**config.mk**
```make
export PLATFORM = sky130hd
export DESIGN_NAME = comment_strip_line_splitter_core_flat
export DESIGN_NICKNAME = d
export VERILOG_FILES = /design/src/design/cssl_pkg.sv /design/src/design/cssl_stream_if.sv /design/src/design/comment_strip_line_splitter_core.sv /design/src/flat_wrapper.sv
export SDC_FILE = /design/constraint.sdc
export NUM_CORES = 1
export LEC_CHECK = 0
export BUFFER_PORTS_ARGS = -buffer_cell sky130_fd_sc_hd__buf_2
export CORE_MARGIN = 1
export CORE_UTILIZATION = 55
export CTS_CLUSTER_DIAMETER = 120
export CTS_CLUSTER_SIZE = 8
export DETAILED_ROUTE_END_ITERATION = 8
export GPL_TIMING_DRIVEN = 0
export MAX_ROUTING_LAYER = met4
export PLACE_DENSITY = 0.77
export RECOVER_POWER = 100
export SYNTH_ARGS = -nofsm -noshare
export SYNTH_HDL_FRONTEND = slang
export SYNTH_SLANG_ARGS = --single-unit
```
**constraint.sdc**
```tcl
create_clock -name clk -period 3 [get_ports clk]
set_clock_uncertainty 0.15 [all_clocks]
set_input_delay 0.45 -clock clk [delete_from_list [all_inputs] [get_ports clk]]
set_output_delay 0.45 -clock clk [all_outputs]
set_load 0.02 [all_outputs]
```
**src/design/cssl_pkg.sv**
```systemverilog
`timescale 1ns / 1ps

package cssl_pkg;

	localparam logic [7:0] CH_SQUOTE    = 8'h27;
	localparam logic [7:0] CH_DQUOTE    = 8'h22;
	localparam logic [7:0] CH_BACKTICK  = 8'h60;
	localparam logic [7:0] CH_SPACE     = 8'h20;
	localparam logic [7:0] CH_TAB       = 8'h09;
	localparam logic [7:0] CH_BACKSLASH = 8'h5C;
	localparam logic [7:0] CH_LF        = 8'h0A;
	localparam logic [7:0] CH_CR        = 8'h0D;
	localparam logic [7:0] CH_SLASH     = 8'h2F;
	localparam logic [7:0] CH_STAR      = 8'h2A;

	localparam logic [1:0] QUOTE_NONE     = 2'd0;
	localparam logic [1:0] QUOTE_SINGLE   = 2'd1;
	localparam logic [1:0] QUOTE_DOUBLE   = 2'd2;
	localparam logic [1:0] QUOTE_BACKTICK = 2'd3;

	localparam logic [1:0] KIND_CHAR = 2'd0;
	localparam logic [1:0] KIND_EOL  = 2'd1;
	localparam logic [1:0] KIND_ERR  = 2'd2;

	localparam int LINE_FIELD_BITS = 16;

	typedef struct packed {
		logic [7:0] ch;
		logic [7:0] next_ch;
		logic       end_of_data;
	} char_item_t;

	typedef struct packed {
		logic [1:0]                 kind;
		logic [7:0]                 out_char;
		logic [LINE_FIELD_BITS-1:0] first_line;
		logic                       has_text;
		logic                       last_of_run;
	} result_item_t;

	typedef struct packed {
		logic [1:0]                 kind;
		logic [7:0]                 out_char;
		logic [LINE_FIELD_BITS-1:0] first_line;
		logic                       has_text;
	} result_entry_t;

	function automatic logic [1:0] quote_code(input logic [7:0] c);
		logic [1:0] q;
		q = QUOTE_NONE;
		if (c == CH_SQUOTE) q = QUOTE_SINGLE;
		else if (c == CH_DQUOTE) q = QUOTE_DOUBLE;
		else if (c == CH_BACKTICK) q = QUOTE_BACKTICK;
		return q;
	endfunction

	function automatic logic is_blank(input logic [7:0] c);
		return (c == CH_SPACE) || (c == CH_TAB) || (c == CH_LF) || (c == CH_CR);
	endfunction

endpackage

```
**src/design/cssl_stream_if.sv**
```systemverilog
`timescale 1ns / 1ps

interface cssl_stream_if #(
	parameter type payload_t = logic [7:0]
);
	logic     valid;
	logic     ready;
	payload_t data;

	modport source (output valid, output data, input ready);
	modport sink (input valid, input data, output ready);
endinterface

```
**src/design/comment_strip_line_splitter_core.sv**
```systemverilog
`timescale 1ns / 1ps

// Accepts one character transaction per clock cycle while the result buffer is free to take its
// results: the character is registered, decoded against the comment, quote and line state
// in a single step, and its zero to three results are loaded into a small result buffer that
// the output port drains one result per cycle while the receiver is ready. A character's results
// therefore occupy the output one after another, and the next character is taken in the cycle in
// which the last of them is delivered. Line numbers count in LINE_NUMBER_BITS bits and
// saturate; the low 16 bits are reported.
module comment_strip_line_splitter_core #(
	parameter int LINE_NUMBER_BITS = 16
) (
	input logic         clk,
	input logic         arst_n,
	cssl_stream_if.sink   chars,
	cssl_stream_if.source results
);
	import cssl_pkg::*;

	localparam logic [LINE_NUMBER_BITS-1:0] LINE_MAX = {LINE_NUMBER_BITS{1'b1}};
	localparam logic [LINE_NUMBER_BITS-1:0] LINE_ONE = LINE_NUMBER_BITS'(1);

	char_item_t item_s1;
	logic       valid_s1;

	logic [1:0]                  quote_q;
	logic [7:0]                  prev_q;
	logic                        line_cmt_q;
	logic                        block_cmt_q;
	logic                        skip_q;
	logic [LINE_NUMBER_BITS-1:0] counter_q;
	logic [LINE_NUMBER_BITS-1:0] start_q;
	logic                        nonempty_q;
	logic                        text_q;

	logic [1:0]                  quote_n;
	logic                        line_cmt_n;
	logic                        block_cmt_n;
	logic                        skip_n;
	logic [LINE_NUMBER_BITS-1:0] counter_n;
	logic [LINE_NUMBER_BITS-1:0] start_n;
	logic                        nonempty_n;
	logic                        text_n;

	result_entry_t res_q [3];
	logic [1:0]    res_cnt_q;
	logic [1:0]    res_idx_q;

	logic          keep_en;
	logic [7:0]    keep_char;
	logic [LINE_NUMBER_BITS-1:0] keep_line;
	logic          eol_en;
	logic [LINE_NUMBER_BITS-1:0] eol_line;
	logic          eol_text;
	logic          err_en;
	logic [LINE_NUMBER_BITS-1:0] err_line;
	logic          esc;
	logic          plain;
	logic          done;
	logic          line_end;
	logic [1:0]    q;

	result_entry_t ent_keep;
	result_entry_t ent_eol;
	result_entry_t ent_err;
	logic [1:0]    new_cnt;

	logic out_last;
	logic out_fire;
	logic buf_free;
	logic s1_fire;
	logic in_fire;

	assign out_last = res_idx_q == (res_cnt_q - 2'd1);
	assign out_fire = results.valid && results.ready;
	assign buf_free = (res_cnt_q == 2'd0) || (out_fire && out_last);
	assign s1_fire  = valid_s1 && buf_free;
	assign in_fire  = chars.valid && chars.ready;

	assign chars.ready   = !valid_s1 || s1_fire;
	assign results.valid = res_cnt_q != 2'd0;
	assign results.data  = '{
		kind:        res_q[res_idx_q].kind,
		out_char:    res_q[res_idx_q].out_char,
		first_line:  res_q[res_idx_q].first_line,
		has_text:    res_q[res_idx_q].has_text,
		last_of_run: out_last
	};

	always_comb begin
		quote_n     = quote_q;
		line_cmt_n  = line_cmt_q;
		block_cmt_n = block_cmt_q;
		skip_n      = skip_q;
		counter_n   = counter_q;
		start_n     = start_q;
		nonempty_n  = nonempty_q;
		text_n      = text_q;
		keep_en     = 1'b0;
		keep_char   = item_s1.ch;
		keep_line   = start_q;
		eol_en      = 1'b0;
		eol_line    = start_q;
		eol_text    = 1'b0;
		err_en      = 1'b0;
		err_line    = counter_q;
		esc         = prev_q == CH_BACKSLASH;
		plain       = !line_cmt_q && !block_cmt_q;
		done        = 1'b0;
		line_end    = 1'b0;
		q           = quote_code(item_s1.ch);

		if (skip_q) begin
			skip_n = 1'b0;
		end else begin
			if (plain && quote_q == QUOTE_NONE && !esc && item_s1.ch == CH_SLASH
					&& item_s1.next_ch == CH_SLASH) begin
				line_cmt_n = 1'b1;
			end else if (plain && quote_q == QUOTE_NONE && !esc && item_s1.ch == CH_SLASH
					&& item_s1.next_ch == CH_STAR) begin
				block_cmt_n = 1'b1;
				skip_n      = 1'b1;
				done        = 1'b1;
			end else if (block_cmt_q && item_s1.ch == CH_STAR && item_s1.next_ch == CH_SLASH) begin
				block_cmt_n = 1'b0;
				skip_n      = 1'b1;
				done        = 1'b1;
			end

			if (!done) begin
				if (item_s1.ch == CH_LF || item_s1.ch == CH_CR) begin
					if (item_s1.ch == CH_CR && item_s1.next_ch == CH_LF) begin
						keep_char = CH_LF;
						skip_n    = 1'b1;
					end
					if (!line_cmt_n && !block_cmt_n) keep_en = 1'b1;
					if (counter_q != LINE_MAX) counter_n = counter_q + LINE_ONE;
					if (quote_q == QUOTE_NONE && !esc) begin
						line_cmt_n = 1'b0;
						line_end   = 1'b1;
					end
				end else if (!line_cmt_n && !block_cmt_n) begin
					if (q != QUOTE_NONE && !esc) begin
						if (quote_q == q) quote_n = QUOTE_NONE;
						else if (quote_q == QUOTE_NONE) quote_n = q;
					end
					keep_en = 1'b1;
				end
			end
		end

		if (keep_en) begin
			if (!nonempty_q) begin
				start_n    = counter_q;
				nonempty_n = 1'b1;
			end
			if (!is_blank(keep_char)) text_n = 1'b1;
		end
		keep_line = start_n;

		if (line_end) begin
			eol_en     = nonempty_n;
			eol_line   = start_n;
			eol_text   = text_n;
			nonempty_n = 1'b0;
			text_n     = 1'b0;
		end

		if (item_s1.end_of_data) begin
			err_line = nonempty_n ? start_n : counter_n;
			if (nonempty_n) begin
				eol_en   = 1'b1;
				eol_line = start_n;
				eol_text = text_n;
			end
			err_en      = quote_n != QUOTE_NONE;
			quote_n     = QUOTE_NONE;
			line_cmt_n  = 1'b0;
			block_cmt_n = 1'b0;
			skip_n      = 1'b0;
			counter_n   = LINE_ONE;
			start_n     = LINE_ONE;
			nonempty_n  = 1'b0;
			text_n      = 1'b0;
		end
	end

	always_comb begin
		ent_keep = '{kind: KIND_CHAR, out_char: keep_char,
			first_line: LINE_FIELD_BITS'(keep_line), has_text: 1'b0};
		ent_eol  = '{kind: KIND_EOL, out_char: 8'd0,
			first_line: LINE_FIELD_BITS'(eol_line), has_text: eol_text};
		ent_err  = '{kind: KIND_ERR, out_char: 8'd0,
			first_line: LINE_FIELD_BITS'(err_line), has_text: 1'b0};
		new_cnt  = 2'({1'b0, keep_en} + {1'b0, eol_en} + {1'b0, err_en});
	end

	always_ff @(posedge clk or negedge arst_n) begin
		if (!arst_n) begin
			valid_s1 <= 1'b0;
		end else if (in_fire) begin
			valid_s1 <= 1'b1;
		end else if (s1_fire) begin
			valid_s1 <= 1'b0;
		end
	end

	always_ff @(posedge clk) begin
		if (in_fire) item_s1 <= chars.data;
	end

	always_ff @(posedge clk or negedge arst_n) begin
		if (!arst_n) begin
			quote_q     <= QUOTE_NONE;
			prev_q      <= 8'd0;
			line_cmt_q  <= 1'b0;
			block_cmt_q <= 1'b0;
			skip_q      <= 1'b0;
			counter_q   <= LINE_ONE;
			start_q     <= LINE_ONE;
			nonempty_q  <= 1'b0;
			text_q      <= 1'b0;
		end else if (s1_fire) begin
			quote_q     <= quote_n;
			prev_q      <= item_s1.end_of_data ? 8'd0 : item_s1.ch;
			line_cmt_q  <= line_cmt_n;
			block_cmt_q <= block_cmt_n;
			skip_q      <= skip_n;
			counter_q   <= counter_n;
			start_q     <= start_n;
			nonempty_q  <= nonempty_n;
			text_q      <= text_n;
		end
	end

	always_ff @(posedge clk or negedge arst_n) begin
		if (!arst_n) begin
			res_cnt_q <= 2'd0;
			res_idx_q <= 2'd0;
		end else if (s1_fire) begin
			res_cnt_q <= new_cnt;
			res_idx_q <= 2'd0;
		end else if (out_fire) begin
			if (out_last) begin
				res_cnt_q <= 2'd0;
				res_idx_q <= 2'd0;
			end else begin
				res_idx_q <= res_idx_q + 2'd1;
			end
		end
	end

	always_ff @(posedge clk) begin
		if (s1_fire) begin
			if (keep_en) begin
				res_q[0] <= ent_keep;
				res_q[1] <= eol_en ? ent_eol : ent_err;
			end else begin
				res_q[0] <= eol_en ? ent_eol : ent_err;
				res_q[1] <= ent_err;
			end
			res_q[2] <= ent_err;
		end
	end

	a_idx_in_range: assert property (@(posedge clk) disable iff (!arst_n)
		results.valid |-> (res_idx_q < res_cnt_q))
		else $error("Result index points past the buffered results.");

	a_error_is_last: assert property (@(posedge clk) disable iff (!arst_n)
		(results.valid && results.data.kind == KIND_ERR) |-> results.data.last_of_run)
		else $error("Unterminated quote error is not the last result of its character.");

	a_counter_nonzero: assert property (@(posedge clk) disable iff (!arst_n)
		(counter_q != '0) && (start_q != '0))
		else $error("Line counter or line start dropped to zero.");

	a_no_load_while_busy: assert property (@(posedge clk) disable iff (!arst_n)
		(results.valid && !results.ready) |-> !s1_fire)
		else $error("Result buffer reloaded while a result is stalled.");

endmodule

```
**src/flat_wrapper.sv**
```systemverilog
// flat-port wrapper written by rule: the top's interface ports become plain ports
module comment_strip_line_splitter_core_flat import cssl_pkg::*;
#(
	parameter int LINE_NUMBER_BITS = 16
)
  (clk, arst_n, chars_valid, chars_data, chars_ready, results_valid, results_data, results_ready);
  cssl_stream_if #(.payload_t(char_item_t)) chars_i ();
  cssl_stream_if #(.payload_t(result_item_t)) results_i ();
  input logic clk;
  input logic arst_n;
  input wire logic [$bits(chars_i.valid)-1:0] chars_valid;
  input wire logic [$bits(chars_i.data)-1:0] chars_data;
  output wire logic [$bits(chars_i.ready)-1:0] chars_ready;
  output wire logic [$bits(results_i.valid)-1:0] results_valid;
  output wire logic [$bits(results_i.data)-1:0] results_data;
  input wire logic [$bits(results_i.ready)-1:0] results_ready;
  assign chars_i.valid = chars_valid;
  assign chars_i.data = chars_data;
  assign chars_ready = chars_i.ready;
  assign results_valid = results_i.valid;
  assign results_data = results_i.data;
  assign results_i.ready = results_ready;
  comment_strip_line_splitter_core #(.LINE_NUMBER_BITS(LINE_NUMBER_BITS)) u_core (.clk(clk), .arst_n(arst_n), .chars(chars_i), .results(results_i));
endmodule
```
Word level (Yosys, flattened, before mapping). Memory sizes are Yosys's and may differ from the RTL's. Cells that the tools add are included.

Flip-flop bits (word level): 69. Bits in writable memories: 81. Input port bits: 21. Logic and storage cells: 171. Memories: 1.

Memories: u_core.res_q (words 3, bits a word 27, read ports 1, clocked after memory_dff 0, write ports 3, line comment_strip_line_splitter_core.sv:45) `result_entry_t res_q [3];`.

$add $sub $neg: 5. Equal/unequal tests: 19. Muxes and demuxes: 91. Bitwise logic cells: 2. Reduce and logical (&&, ||, !) cells: 38.

Operator list (count): two-way mux 16 bit (13); two-way mux 27 bit (3); equality test 8 x 6 -> 1 bit, second input constant (7); two-way mux 1 bit (53); equality test 8 x 4 -> 1 bit, second input constant (6); two-way mux 8 bit (5); two-way mux 2 bit (17); adder 16 x 1 -> 16 bit, second input constant (1); equality test 8 x 7 -> 1 bit, second input constant (2); logical AND 1 bit (16); inequality test 16 bit, second input constant (1); nonzero test 2 bit (6); zero test 1 bit (6); logical OR 1 bit (6); equality test 2 bit (2); zero test 2 bit (2); AND reduction 2 bit (2); adder 1 x 1 -> 2 bit (1); adder 2 x 1 -> 2 bit (1); adder 2 x 1 -> 2 bit, second input constant (1); inequality test 2 x 1 -> 1 bit, second input constant (1); OR 1 bit (2); subtractor 2 x 1 -> 2 bit, second input constant (1).

Logic depth before layout (Yosys ltp).
Depth in word-level cells: 22. Gate-level depth with buffers: 12. Gate-level depth less buffers: 10.

Least setup slack after synthesis. OpenSTA, ideal clock, no wires.

Kind: register -> register. Start: reg u_core.res_cnt_q[0]. End: mem u_core.res_q[0][0] (netlist name), enable pin. Setup time: 400 ps. Arrival: 2710 ps. Data required time: 2450 ps. Setup slack: -260 ps. Cell stages (with the launch flop): 9. Path buffers: 2. Clock period less this slack: 3260 ps. Path through: dfrtp_1 inv_1 ha_1 xnor2_1 o31a_1 nand2b_1 clkbuf_1 clkbuf_1 inv_1.

RTL lines: start, declared (line comment_strip_line_splitter_core.sv:46) `logic [1:0] res_cnt_q;`; start signal, assigned (line comment_strip_line_splitter_core.sv:241) `res_cnt_q <= new_cnt;`; end, declared (line comment_strip_line_splitter_core.sv:45).

Worst setup path in the final report.
Start: reg u_core.item_s1[8] (netlist name). End: reg u_core.res_cnt_q[0].

Longest elaborated chain between the ends: 18. Elaborated cells between the ends (all ways): 37. Those cells by class: add/sub (2); eq/ne (2); mux (26); reduce/logical (7).

RTL lines: start, declared (line comment_strip_line_splitter_core.sv:23) `char_item_t item_s1;`; start signal, assigned (line comment_strip_line_splitter_core.sv:209) `if (in_fire) item_s1 <= chars.data;`; equality test 8 x 6 -> 1 bit (line comment_strip_line_splitter_core.sv:117, comment_strip_line_splitter_core.sv:124); logical AND 1 bit (line comment_strip_line_splitter_core.sv:124) `end else if (block_cmt_q && item_s1.ch == CH_STAR && item_s1.next_ch == CH_SLASH) begin`; two-way mux 1 bit (line comment_strip_line_splitter_core.sv:124); two-way mux 1 bit (line comment_strip_line_splitter_core.sv:119) `end else if (plain && quote_q == QUOTE_NONE && !esc && item_s1.ch == CH_SLASH`; two-way mux 1 bit (line comment_strip_line_splitter_core.sv:116) `if (plain && quote_q == QUOTE_NONE && !esc && item_s1.ch == CH_SLASH`; two-way mux 1 bit (line comment_strip_line_splitter_core.sv:113) `if (skip_q) begin`; zero test 1 bit (line comment_strip_line_splitter_core.sv:136, comment_strip_line_splitter_core.sv:142); logical AND 1 bit (line comment_strip_line_splitter_core.sv:136, comment_strip_line_splitter_core.sv:142); [... 2 more ...]; two-way mux 1 bit (line comment_strip_line_splitter_core.sv:113); two-way mux 1 bit (line comment_strip_line_splitter_core.sv:152) `if (keep_en) begin`; two-way mux 1 bit (line comment_strip_line_splitter_core.sv:161) `if (line_end) begin`; two-way mux 1 bit (line comment_strip_line_splitter_core.sv:171) `if (nonempty_n) begin`; two-way mux 1 bit (line comment_strip_line_splitter_core.sv:169) `if (item_s1.end_of_data) begin`; adder 1 x 1 -> 2 bit (line comment_strip_line_splitter_core.sv:195) `new_cnt = 2'({1'b0, keep_en} + {1'b0, eol_en} + {1'b0, err_en});`; adder 2 x 1 -> 2 bit * (line comment_strip_line_splitter_core.sv:195); two-way mux 2 bit * (line comment_strip_line_splitter_core.sv:240) `end else if (s1_fire) begin`.

Every way passes the cells marked *; elsewhere a longest branch is shown, timed or not. The select of a mux whose other input is x is not followed. A chain may end at the register's enable or synchronous reset.

==> impl_metrics.ini <==
[drt]
postRouteAntennaNets = 0
drc = 0
met2_length_um = 9845
routed_wl_um = 20460
num_vias = 6331
wirelength_met1_um = 8495
dr_wl_met3_um = 1471
top_layer = met4
first_iter_violations = 745
dr.pass1.iters = 5
via_per_inst = 6.268
post_drt_wl_per_cell_um = 20.26

[yosys]
synthesis.nets = 740
ys_warn_count = 0
synth_cell_types = 74
yosysSeqAreaShare = 0.5161
synth_ff_type = edfxtp_1
synthArstFlopShare = 0.3969
syn_area_um2 = 7123
synth.avg_cell_area_um2 = 9.948
synth_top_area_frac = 0.3330
ys_seq_elements = 131
synth_edf_count = 79
synth_area_leaders = edfxtp_1 33%, dfrtp_1 18%, mux2i_1 6.3%, nand2_1 5.5%, o21ai_0 4.4%
synth_cells = 716
synth_common_cells = 104 x nand2_1, 79 x edfxtp_1, 63 x o21ai_0, 50 x dfrtp_1
yosysTopAreaCell = edfxtp_1
yosysMostFrequentCell = nand2_1

[placed_design]
io_buffers = 50
gp_congestion = 0.9247
placed_area_um2 = 7641
dp_hpwl_um = 13280
dpl.cell_count = 938

[floorplanning]
die_w_um = 115.8
design.die.area_um2 = 13410
initial_core_util = 0.5644
core_um2 = 12620
ios = 51
dieHeight_um = 115.8
rows = 41

[layout]
layout-drive-gt1-share = 0.2601
layout.nets = 849
diodes = 0
fin_area_um2 = 9075
fin_cells = 1010
areaGrowthSynthToFinish_pct = 27.40

[global_route]
grt_pass1_wl_um = 30750
grt_usage = 0.3209
grt_max_degree = 53
grt_pass1_vias = 5839
antenna_found_initial = 0
overflow = 0

[power_and_ir_drop]
power_density_nw_per_um2 = 986.2
leakage_nw = 3.400
peakVddDrop_mv = 0.4355
power_w = 0.008950

[critical_path]
required_ps = 3150
crit_path_end_kind = register
crit_type = reg2reg
cp_max_fo = 3
r2r_end = u_core.res_cnt_q[0]
rr_startpoint = u_core.item_s1[8]
arrival_ps = 3320
start_kind = register
reg2reg_slack_ps = -160
r2r_cells = 10

[clock_network]
cts.sinks = 131
clockRootBuffer = clkbuf_16
hold_buffers = 0
clk_latency_ps = 430
numCtsBuffers = 17
htreeDepth = 4
clk_pin_slew_worst_paths_ps = 60
clock_path_buffers = 2
cts_tree = done

[sta]
fmax_ghz = 0.3161
worstMarginPinSlew_ps = 1405
min_period_ps = 3164
slew-limit-headroom = 0.06364
finalSetupViolCount = 37
layout_setup_ws_ps = -164.1
hold_viol = 0
slew_viol_final = 0
rsz0062_at_grt = yes
final.period_utilization = 1.055

[job]
max_cap_violations = 0

[outcome]
violations = negative setup slack
outcome = finished with violations

[min_path]
worstHoldStart = chars_data[14]
hold_depth = 1
hold_path_class = in2reg
min_to = u_core.item_s1[14]
cell usage in the layout (no fill, tap or decap), types with 5 or more instances in the layout:
cell type | netlist | routed
a21o_1 | 5 | 5
a21oi_1 | 27 | 21
a21oi_2 | 2 | 5
a22oi_1 | 21 | 19
a31oi_1 | 8 | 6
and2_1 | 17 | 13
and3_1 | 7 | 5
buf_2 | 11 | 34
buf_4 | 2 | 41
buf_6 | 1 | 9
clkbuf_1 | 36 | 43
clkbuf_16 | 0 | 17
clkbuf_2 | 0 | 16
clkinvlp_4 | 0 | 6
dfrtp_1 | 50 | 50
edfxtp_1 | 79 | 79
inv_1 | 10 | 9
mux2i_1 | 45 | 40
mux2i_2 | 0 | 5
nand2_1 | 104 | 99
nand2b_1 | 11 | 10
nand3_1 | 15 | 14
nand4_1 | 7 | 7
nor2_1 | 45 | 40
nor2b_1 | 6 | 6
nor3_1 | 11 | 10
o21ai_0 | 63 | 60
o21ai_1 | 12 | 9
o22ai_1 | 11 | 11
o31a_1 | 5 | 5
or3_1 | 5 | 5
how the worst max path moves through the flow:
stage | cells past startpoint | from | end | slack [ps]
floorplan | 10 | u_core.item_s1[12] | u_core.res_cnt_q[0] | 20
global placement | 8 | u_core.res_cnt_q[0] | u_core.res_q[0][9] | -600
detailed placement | 8 | u_core.res_cnt_q[0] | u_core.res_q[0][9] | -630
CTS | 10 | u_core.item_s1[13] | u_core.res_cnt_q[0] | -180
global route | 10 | u_core.item_s1[12] | u_core.res_cnt_q[0] | -330
finish | 10 | u_core.item_s1[8] | u_core.res_cnt_q[0] | -160
sequential cells by signal (all words and copies together) (netlist names), 2 cells and up:
signal / count
u_core.counter_q: 16
u_core.item_s1: 17
u_core.prev_q: 8
u_core.quote_q: 2
u_core.res_cnt_q: 2
u_core.res_idx_q: 2
u_core.res_q: 62
u_core.start_q: 16
power by group:
group	switching (W)	internal [W]	leakage (nW)	total (W)
sequential	0.000289	0.00280	1.44	0.00309
clock	0.000760	0.00136	0.294	0.00212
combinational	0.00257	0.00116	1.66	0.00374
critical path, stage by stage, from the launching register on:
cell and delay (ps):
edfxtp_1 370, or4bb_4 570, nor4_4 350, a31oi_4 160
buf_6 160, o211ai_1 160, nor2_1 90, a211oi_2 250
fa_2 520, mux2i_1 170, o211ai_1 100
per-stage QoR:
step	hold WS, ps	worst slack [ps]	TNS, ps	util
floorplan	4.409	19.91	0	-
global placement	308.3	-603.1	-39740	0.6055
detailed placement	325.0	-629.8	-43320	0.6055
CTS	41.51	-175.5	-513.4	0.6945
global route	37.94	-325.5	-10370	0.7191
finish	47.26	-164.1	-2882	0.7191
cells by family after synthesis:
| logic type | share of synthesized area |
|---|---|
| xor gates and xnor gates | 0.01089 |
| adders and majority gates | 0.006323 |
| AOI/OAI and AO/OA | 0.1832 |
| muxes | 0.06640 |
| buffers and inverters | 0.04093 |
| DFF | 0.5161 |
| and+or+nand+nor | 0.1762 |
what timing repair did:
| action | 4_1_cts | 5_1_grt |
|---|---|---|
| cloned | 4 | 0 |
| pin swaps | 17 | 28 |
| setup endpoints to repair | 117 | 129 |
| resized for setup | 64 | 74 |
| setup buffers | 30 | 12 |
cell type report:
class / instances / area, um^2
Inverter: 13 / 52.55
Sequential cell: 131 / 3676
Fill cell: 922 / 3545
Clock buffer: 22 / 474.2
Timing Repair Buffer: 93 / 560.5
Buffer: 51 / 277.8
Clock inverter: 10 / 132.6
Tap cell: 172 / 215.2
Timing Repair inverter: 3 / 22.52
Multi-Input combinational cell: 515 / 3664
layer usage:
metal,up-vias,global-route usage
met5,-,-
met4,0,0.1410
met3,70,0.08473
met2,321,0.4940
met1,3074,0.3987
li1,2866,-
Note: power is estimated with default switching activity, not from simulation.
